### config.mk
export PLATFORM = sky130hd
export DESIGN_NAME = lcm_of_three_bounded_search_top
export DESIGN_NICKNAME = d
export VERILOG_FILES = /design/src/hdl/lcmb_pkg.sv /design/src/hdl/lcm_of_three_bounded_search_top.sv
export SDC_FILE = /design/constraint.sdc
export NUM_CORES = 1
export LEC_CHECK = 0
export ABC_AREA = 1
export ABC_CLOCK_PERIOD_IN_PS = 14550
export BUFFER_PORTS_ARGS = -buffer_cell sky130_fd_sc_hd__buf_2
export CORE_ASPECT_RATIO = 1.75
export CORE_MARGIN = 2
export CORE_UTILIZATION = 61
export DETAILED_ROUTE_END_ITERATION = 16
export GPL_ROUTABILITY_DRIVEN = 0
export PLACE_DENSITY = 0.8
export SETUP_SLACK_MARGIN = 0.15
export SYNTH_ARGS = -nofsm -noshare
export SYNTH_HDL_FRONTEND = slang
export SYNTH_SLANG_ARGS = --single-unit
### constraint.sdc
create_clock -name clk -period 14.55 [get_ports clk]
set_input_delay 1.455 -clock clk [delete_from_list [all_inputs] [get_ports clk]]
set_output_delay 1.455 -clock clk [all_outputs]
set_load 0.005 [all_outputs]
### src/hdl/lcmb_pkg.sv
// Shared constants and types for the three-period least common multiple search block.
package lcmb_pkg;

	// Width of the multiple and of each count in a result item.
	localparam int unsigned RES_BITS = 32;

	// Result payload: found flag, multiple and three counts, padded to whole bytes.
	localparam int unsigned OUT_BITS = ((1 + 4 * RES_BITS + 7) / 8) * 8;

	// Width and reset value of the iteration limit register.
	localparam int unsigned LIMIT_BITS = 16;
	localparam logic [LIMIT_BITS-1:0] LIMIT_RESET = 16'd10000;

	// Sequencer state codes.
	localparam int unsigned ST_BITS = 3;
	localparam logic [ST_BITS-1:0] ST_IDLE   = 3'd0;
	localparam logic [ST_BITS-1:0] ST_DIV    = 3'd1;
	localparam logic [ST_BITS-1:0] ST_INIT   = 3'd2;
	localparam logic [ST_BITS-1:0] ST_SEARCH = 3'd3;
	localparam logic [ST_BITS-1:0] ST_DONE   = 3'd4;

	// Lane selector for the three periods.
	typedef logic [1:0] lane_t;
	localparam lane_t LANE_A = 2'd0;
	localparam lane_t LANE_B = 2'd1;
	localparam lane_t LANE_C = 2'd2;

	// Full-width multiple and count types.
	typedef logic [RES_BITS:0]   multiple_t;
	typedef logic [RES_BITS-1:0] count_t;

endpackage

### src/hdl/lcm_of_three_bounded_search_top.sv
// Least common multiple of three periods found by a bounded search over multiples of the largest.
//
// Usage: an input item on the s_ channel carries three periods. The block searches
// the multiples big*k of the largest period for k = 1 .. iteration_limit-1 and emits
// one result item on the m_ channel: a found flag, the multiple and the multiple
// divided by each period. A zero period, an exhausted search or a multiple wider
// than 32 bits gives found = 0 with all other fields zero.
// Operation: one shared restoring divider (one quotient bit a cycle) runs once per
// period to get big / p and big % p; then one trial multiple a cycle is checked
// using running remainders and running quotients. A zero period skips straight
// to the result.
// Throughput: one item at a time; s_tready is high only while the sequencer idles.
// The result sits in an output register, so the next item is accepted while a
// result still waits; if the receiver stalls, the next result waits in the
// sequencer until the register frees.
// Reset: arst_n clears the sequencer and output valid and sets iteration_limit to 10000.
// cfg_we writes cfg_wdata into iteration_limit; write it only while the block idles.
module lcm_of_three_bounded_search_top
	import lcmb_pkg::*;
#(
	parameter int unsigned PERIOD_BITS = 16
) (
	input  logic                  clk,
	input  logic                  arst_n,
	// Configuration write port for iteration_limit.
	input  logic                  cfg_we,
	input  logic [LIMIT_BITS-1:0] cfg_wdata,
	// Input items. tdata fields from bit 0: period_a, period_b, period_c.
	input  logic                  s_tvalid,
	output logic                  s_tready,
	input  logic [((3*PERIOD_BITS+7)/8)*8-1:0] s_tdata,
	// Result items. tdata fields from bit 0: found, common_multiple, count_a,
	// count_b, count_c, zero padding.
	output logic                  m_tvalid,
	input  logic                  m_tready,
	output logic [OUT_BITS-1:0]   m_tdata
);

	localparam int unsigned PB = PERIOD_BITS;
	localparam int unsigned CW = (PB > 1) ? $clog2(PB) : 1;

	typedef logic [PB-1:0] period_t;

	// Control and configuration registers.
	logic [ST_BITS-1:0]    state_q;
	logic [LIMIT_BITS-1:0] limit_q;
	logic                  found_q;
	logic                  out_valid_q;
	logic [OUT_BITS-1:0]   out_data_q;

	// Operand and search registers.
	period_t               per_q [3];
	period_t               big_q;
	lane_t                 sel_q;
	logic [CW-1:0]         bit_cnt_q;
	period_t               div_rem_q;
	period_t               div_dvd_q;
	period_t               quo_q [3];
	period_t               mod_q [3];
	period_t               rem_q [3];
	count_t                cnt_q [3];
	multiple_t             mult_q;
	logic [LIMIT_BITS-1:0] k_q;

	// Input fields and the largest period.
	period_t in_a, in_b, in_c, in_big;
	logic    in_zero;

	assign in_a    = s_tdata[PB-1:0];
	assign in_b    = s_tdata[2*PB-1:PB];
	assign in_c    = s_tdata[3*PB-1:2*PB];
	assign in_zero = (in_a == '0) || (in_b == '0) || (in_c == '0);

	always_comb begin
		period_t tmp;
		tmp    = (in_a > in_b) ? in_a : in_b;
		in_big = (in_c > tmp) ? in_c : tmp;
	end

	// Shared restoring divider step: one quotient bit of big / per[sel] a cycle.
	period_t       div_sor;
	logic [PB:0]   rem_sh;
	logic [PB:0]   rem_sub;
	logic          div_ge;
	period_t       rem_nx;
	period_t       dvd_nx;

	always_comb begin
		case (sel_q)
			LANE_A:  div_sor = per_q[0];
			LANE_B:  div_sor = per_q[1];
			default: div_sor = per_q[2];
		endcase
		rem_sh  = {div_rem_q, div_dvd_q[PB-1]};
		rem_sub = rem_sh - {1'b0, div_sor};
		div_ge  = (rem_sh >= {1'b0, div_sor});
		rem_nx  = div_ge ? rem_sub[PB-1:0] : rem_sh[PB-1:0];
		dvd_nx  = {div_dvd_q[PB-2:0], div_ge};
	end

	// Running remainder and quotient update per lane for the next trial multiple.
	period_t rem_step [3];
	count_t  cnt_step [3];
	logic    all_zero;

	always_comb begin
		logic [PB:0] sum;
		logic        wrap;
		for (int i = 0; i < 3; i++) begin
			sum         = {1'b0, rem_q[i]} + {1'b0, mod_q[i]};
			wrap        = (sum >= {1'b0, per_q[i]});
			rem_step[i] = wrap ? PB'(sum - {1'b0, per_q[i]}) : sum[PB-1:0];
			cnt_step[i] = cnt_q[i] + RES_BITS'(quo_q[i]) + RES_BITS'(wrap);
		end
		all_zero = (rem_q[0] == '0) && (rem_q[1] == '0) && (rem_q[2] == '0);
	end

	assign s_tready = (state_q == ST_IDLE);
	assign m_tvalid = out_valid_q;
	assign m_tdata  = out_data_q;

	// Configuration register.
	always_ff @(posedge clk or negedge arst_n) begin
		if (!arst_n) begin
			limit_q <= LIMIT_RESET;
		end else if (cfg_we) begin
			limit_q <= cfg_wdata;
		end
	end

	// Output valid: set when a result is loaded, cleared when the receiver takes it.
	always_ff @(posedge clk or negedge arst_n) begin
		if (!arst_n) begin
			out_valid_q <= 1'b0;
		end else if (state_q == ST_DONE && (!out_valid_q || m_tready)) begin
			out_valid_q <= 1'b1;
		end else if (out_valid_q && m_tready) begin
			out_valid_q <= 1'b0;
		end
	end

	// Sequencer: divide phase, search phase, result hand-off.
	always_ff @(posedge clk or negedge arst_n) begin
		if (!arst_n) begin
			state_q     <= ST_IDLE;
			found_q     <= 1'b0;
			sel_q       <= LANE_A;
			bit_cnt_q   <= '0;
		end else begin
			case (state_q)
				ST_IDLE: begin
					if (s_tvalid) begin
						found_q   <= 1'b0;
						sel_q     <= LANE_A;
						bit_cnt_q <= '0;
						state_q   <= in_zero ? ST_DONE : ST_DIV;
					end
				end
				ST_DIV: begin
					if (bit_cnt_q == CW'(PB - 1)) begin
						bit_cnt_q <= '0;
						if (sel_q == LANE_C) begin
							state_q <= ST_INIT;
						end else begin
							sel_q <= sel_q + 2'd1;
						end
					end else begin
						bit_cnt_q <= bit_cnt_q + CW'(1);
					end
				end
				ST_INIT: begin
					state_q <= ST_SEARCH;
				end
				ST_SEARCH: begin
					if (k_q >= limit_q || mult_q[RES_BITS]) begin
						state_q <= ST_DONE;
					end else if (all_zero) begin
						found_q <= 1'b1;
						state_q <= ST_DONE;
					end
				end
				ST_DONE: begin
					if (!out_valid_q || m_tready) begin
						state_q <= ST_IDLE;
					end
				end
				default: begin
					state_q <= ST_IDLE;
				end
			endcase
		end
	end

	// Datapath registers, no reset needed.
	always_ff @(posedge clk) begin
		case (state_q)
			ST_IDLE: begin
				if (s_tvalid) begin
					per_q[0]  <= in_a;
					per_q[1]  <= in_b;
					per_q[2]  <= in_c;
					big_q     <= in_big;
					div_rem_q <= '0;
					div_dvd_q <= in_big;
				end
			end
			ST_DIV: begin
				if (bit_cnt_q == CW'(PB - 1)) begin
					quo_q[sel_q] <= dvd_nx;
					mod_q[sel_q] <= rem_nx;
					div_rem_q    <= '0;
					div_dvd_q    <= big_q;
				end else begin
					div_rem_q <= rem_nx;
					div_dvd_q <= dvd_nx;
				end
			end
			ST_INIT: begin
				// First trial: k = 1, multiple = big.
				mult_q <= (RES_BITS + 1)'(big_q);
				k_q    <= LIMIT_BITS'(1);
				for (int i = 0; i < 3; i++) begin
					rem_q[i] <= mod_q[i];
					cnt_q[i] <= RES_BITS'(quo_q[i]);
				end
			end
			ST_SEARCH: begin
				if (!(k_q >= limit_q || mult_q[RES_BITS] || all_zero)) begin
					mult_q <= mult_q + (RES_BITS + 1)'(big_q);
					k_q    <= k_q + LIMIT_BITS'(1);
					for (int i = 0; i < 3; i++) begin
						rem_q[i] <= rem_step[i];
						cnt_q[i] <= cnt_step[i];
					end
				end
			end
			ST_DONE: begin
				if (!out_valid_q || m_tready) begin
					if (found_q) begin
						out_data_q <= OUT_BITS'({cnt_q[2], cnt_q[1], cnt_q[0],
							mult_q[RES_BITS-1:0], 1'b1});
					end else begin
						out_data_q <= '0;
					end
				end
			end
			default: begin
			end
		endcase
	end

endmodule
Word level (Yosys, flattened, before mapping)
Memory sizes are Yosys's and may differ from the RTL's.
Cells that the tools add are included.
{"block": "classes", "addsub": 17, "n_lt_le_gt_ge": 7, "eq_ne": 16, "muxes": 56, "n_bitwise": 6, "reduce_logical": 29}
{"op": "$mux 16", "count": 14}
{"op": "$pmux 16 s2", "count": 4}
{"op": "$add 32x1->32", "count": 3}
{"op": "$add 32x16->32", "count": 3}
{"op": "$logic_not 16->1", "count": 6}
{"op": "$mux 32", "count": 3}
{"op": "$ge 17x16->1", "count": 4}
{"op": "$pmux 33 s2", "count": 1}
{"op": "$sub 16x16->16", "count": 4}
{"op": "$add 16x16->17", "count": 3}
{"op": "$add 33x16->33", "count": 1}
{"op": "$mux 33", "count": 1}
{"op": "$gt 16x16->1", "count": 2}
{"op": "$mux 3", "count": 7}
{"op": "$mux 1", "count": 17}
{"op": "$add 16x1->16 const B", "count": 1}
{"op": "$ge 16x16->1", "count": 1}
{"op": "$pmux 3 s5", "count": 1}
{"op": "$ne 2x2->1 const B", "count": 7}
{"op": "$mux 4", "count": 2}
{"op": "$pmux 4 s2", "count": 1}
{"op": "$reduce_and 2->1", "count": 4}
{"op": "$reduce_and 4->1", "count": 2}
{"op": "$reduce_bool 2->1", "count": 4}
{"op": "20 further kinds", "count": 35}
{"block": "totals", "regBits": 260, "mem_bits_rw": 288, "mem_count": 5}
{"name": "cnt_q", "depth": 3, "word_bits": 32, "rd": 3, "rd_ports_with_merged_regs": 0, "wr": 3, "line": "lcm_of_three_bounded_search_top.sv:61", "rtl": "count_t cnt_q [3];"}
{"name": "mod_q", "depth": 3, "word_bits": 16, "rd": 3, "rd_ports_with_merged_regs": 0, "wr": 1, "line": "lcm_of_three_bounded_search_top.sv:59", "rtl": "period_t mod_q [3];"}
{"name": "per_q", "depth": 3, "word_bits": 16, "rd": 3, "rd_ports_with_merged_regs": 0, "wr": 3, "line": "lcm_of_three_bounded_search_top.sv:52", "rtl": "period_t per_q [3];"}
{"name": "quo_q", "depth": 3, "word_bits": 16, "rd": 3, "rd_ports_with_merged_regs": 0, "wr": 1, "line": "lcm_of_three_bounded_search_top.sv:58", "rtl": "period_t quo_q [3];"}
{"name": "rem_q", "depth": 3, "word_bits": 16, "rd": 3, "rd_ports_with_merged_regs": 0, "wr": 3, "line": "lcm_of_three_bounded_search_top.sv:60", "rtl": "period_t rem_q [3];"}

Depth between registers and ports, before layout
An unclocked memory read counts as a cell.
{"block": "depth", "depth_word": 9, "ltp_mapped": 37, "mapped_depth_nobuf": 36}

Worst setup path before layout
Ideal clock, no wire load.
{"block": "synth_timing", "path_kind": "input port to flip-flop", "startpoint": "input port m_tready", "endpoint": "register out_data_q[0], in the netlist m_tdata[0] (enable)", "setup_ps": 618, "t_arrival_ps": 6838, "required_ps": 13932, "setup_slack_ps": 7094, "path_stages": 2, "n_path_buf": 0, "cell_sequence": "nor2_1 > nor2_1"}
{"block": "synth_via", "elab_chain_cells": 2}
{"item": "start, declared", "line": "lcm_of_three_bounded_search_top.sv:35", "rtl": "input logic m_tready,"}
{"item": "$logic_or 1x1->1", "line": "lcm_of_three_bounded_search_top.sv:238", "rtl": "if (!out_valid_q || m_tready) begin"}
{"item": "$reduce_and 2->1 (no source line)"}
{"item": "end signal, assigned", "line": "lcm_of_three_bounded_search_top.sv:240", "rtl": "out_data_q <= OUT_BITS'({cnt_q[2], cnt_q[1], cnt_q[0],"}
{"item": "end, declared", "line": "lcm_of_three_bounded_search_top.sv:49", "rtl": "logic [OUT_BITS-1:0] out_data_q;"}
Every way passes these cells.
A chain may end at the register's enable or synchronous reset.

==> impl_metrics.json <==
{
  "ff_latch_area_um2": 16100,
  "drtPass1Iterations": 8,
  "cp.arrival_ps": 5750,
  "cts_made_buffers": 49,
  "clockBufferDepth": 3,
  "fin_setup_tns_ps": 0,
  "use_met3_pct": 4.87,
  "cp_data_required_time_ps": 14920,
  "coreArea_um2": 57000,
  "ff2ff_setup_slack_ps": 9170,
  "min_to": "limit_q[9]",
  "antenna_found_initial": 4,
  "design_area_um2": 38500,
  "met1_usage_pct": 34.3,
  "multi_input_area_um2": 16200,
  "ant_nets": 0,
  "grt_pass1_vias": 29366,
  "max-vdd-ir-drop_v": 0.000127,
  "post_drt_wl_per_cell_um": 17.8,
  "start_util_pct": 61.5,
  "cts_tree": "built",
  "syn2layout_area_growth_pct": 9.78,
  "report.final.slew_viol_count": 0,
  "cp_slowest_cell": "fa_1",
  "seqPwrFrac_pct": 36.3,
  "critPathKind": "reg2reg",
  "synth_cell_types": 58,
  "io_pins": 207,
  "p_sw_share_pct": 42.3,
  "fin_nets": 4868,
  "drive_above_1_share_pct": 7.93,
  "drv_cap": 0,
  "outcome": "completed",
  "critPathLaunch": "rem_q[0][0]",
  "grt_max_degree": 91,
  "p_switching_w": 0.00280,
  "post_cts_buffers": 0,
  "pwr-share-comb_pct": 42.4,
  "cts_root_buf": "clkbuf_16",
  "r2r.worst_path.cells": 30,
  "grt_use_total_pct": 32.5,
  "relSlewSlack_pct": 20.2,
  "postCtsHoldBufs": 0,
  "hp-class": "reg2reg",
  "setup_violations": 0,
  "busiest_layer": "met2",
  "drt_wl_total_mm": 95.5,
  "clkSinkCount": 541,
  "leakagePower_nw": 18.5,
  "grt_pass1_wl_mm": 150,
  "fmax_mhz": 186,
  "vias": 30167,
  "ctsResizeCount": 0,
  "yosysWarnings": 0,
  "clock_skew_ps": 24.7,
  "die_w_um": 185,
  "clk_pin_slew_worst_paths_ps": 70,
  "syn_area_per_cell_um2": 8.03,
  "final_common_cell": "nand2_1",
  "via_per_inst": 5.62,
  "crit_top_cell": "nand2_1",
  "crit_fanout": 17,
  "h-tree-depth": 2,
  "min_path_cells": 2,
  "worst_setup_path_start_kind": "flop",
  "r2r_start": "rem_q[0][0]",
  "power_density_nw_per_um2": 172,
  "async_reset_ff_share_pct": 4.99,
  "rows": 116,
  "ys_seq_area_share_pct": 45.9,
  "synthCells": 4370,
  "rsz0062_at_grt": "no",
  "remaining_drc_errors": 0,
  "min_period_ps": 5380,
  "total_power_w": 0.00662,
  "grtUsageMet2_pct": 57.1,
  "endpoint_kind": "flop",
  "mostFrequentLayoutCells": "1,363 x nand2_1, 624 x inv_1, 514 x edfxtp_1, 370 x nor2_1, 307 x nand3_1",
  "synth-edff-count": 514,
  "r2r_end": "cnt_q[0][24]",
  "tightest_slew_ps": 1190,
  "die_h_um": 321,
  "place_area_um2": 36800,
  "utilization_pct": 67.6,
  "drt_iter0_drc": 2597,
  "yosys_register_bits": 541,
  "p_clk_share_pct": 21.3,
  "fin_crit_sh_pct": 37.0,
  "syn_area_um2": 35100,
  "final_hold_viol_count": 0,
  "cpPeakStageDelay_ps": 530,
  "clock_latency_ps": 640,
  "fill_cells": 4696,
  "post-dp-hpwl_mm": 73.2,
  "io_buffers": 199,
  "grt_overflow": 0,
  "cell_internal_pwr_w": 0.00382,
  "dieArea_um2": 59600,
  "min_from": "limit_q[9]",
  "synth_ff_type": "edfxtp_1"
}
registers in the layout (all words and copies together) (netlist names), 2 cells and up:
| signal | cells |
|---|---|
| m_tdata | 129 |
| limit_q | 16 |
| div_dvd_q | 16 |
| mod_q | 48 |
| big_q | 16 |
| quo_q | 48 |
| rem_q | 48 |
| div_rem_q | 16 |
| state_q | 3 |
| mult_q | 33 |
| k_q | 16 |
| sel_q | 2 |
| per_q | 48 |
| cnt_q | 96 |
| bit_cnt_q | 4 |
final cells by class:
cell class,count,area share [%]
diodes,4,0.0260
well taps,767,2.49
inverters,642,6.25
multi-input cells,3111,42.0
flip-flops and latches,541,41.8
repair buffers,217,2.94
clock buffers,56,3.25
clock inverters,33,1.18
through the flow:
| step | setup slack (ps) | hold slack, ps | instances |
|---|---|---|---|
| after detailed placement | 9020 | 494 | 5278 |
| after floorplan | 7090 | 463 | 4376 |
| final | 9170 | 501 | 5371 |
| after CTS | 9250 | 502 | 5367 |
| after global placement | 9120 | 481 | 5278 |
| after global routing | 8770 | 533 | 5370 |
cells by family (layout without fill, tap and decap cells):
group	after synthesis	after routing	share of synthesized area [%]
AOI/OAI and AO/OA	477	477	7.22
xor gates and xnor gates	108	108	2.69
adders and majority gates	237	237	8.68
buffers and inverters	724	948	8.11
DFF	541	541	45.9
muxes	1	1	0.0321
other	1	11	0.0107
and+or+nand+nor	2281	2281	27.3
routing by layer:
layer | up-vias | wire (um)
met5 | - | 0
met4 | 0 | 8820
met3 | 419 | 6470
met2 | 1339 | 47400
met1 | 13712 | 32900
li1 | 14697 | -
worst max path at each step:
stage | end | slack, ps | depth (start not counted)
CTS | cnt_q[0][24] | 9250 | 30
global route | cnt_q[0][18] | 8770 | 30
finish | cnt_q[0][24] | 9170 | 30
global placement | div_dvd_q[3] | 9120 | 19
floorplan | m_tdata[0] | 7090 | 2
detailed placement | big_q[11] | 9020 | 18
critical path: cells and delay by family, from the launching register on:
family,cells,cell delay [ps]
AOI/OAI and AO/OA,3,400
adders and majority gates,4,1520
and+or+nand+nor,20,2440
xor gates and xnor gates,1,250
buffers and inverters,2,120
DFF,1,400
cell usage after synthesis (all sizes together) (13+ instances only):
cell type / n / area (um^2)
inv: 642 / 2410
and2: 44 / 280
xor2: 49 / 429
nor2: 379 / 1460
o21a: 13 / 97.6
dfrtp: 22 / 551
nor3: 52 / 277
ha: 226 / 2830
buf: 48 / 310
a21oi: 241 / 1210
o21bai: 15 / 113
o22ai: 20 / 125
edfxtp: 514 / 15400
xnor2: 59 / 517
clkbuf: 34 / 128
nand4: 55 / 344
nand3: 308 / 1550
or2: 20 / 125
nand2: 1378 / 5220
nor4: 13 / 109
o21ai: 169 / 846
nand3b: 27 / 203
power by group through the flow:
stage | logic (W) | clock network, W | registers, W
6_report | 0.00281 | 0.00141 | 0.00240
4_1_cts | 0.00276 | 0.00142 | 0.00239
3_3_place_gp | 0.00269 | 0 | 0.00242
5_1_grt | 0.00312 | 0.00148 | 0.00242
2_1_floorplan | 0.00202 | 0 | 0.00230
3_5_place_dp | 0.00273 | 0 | 0.00242
(Power assumes the default switching activity.)
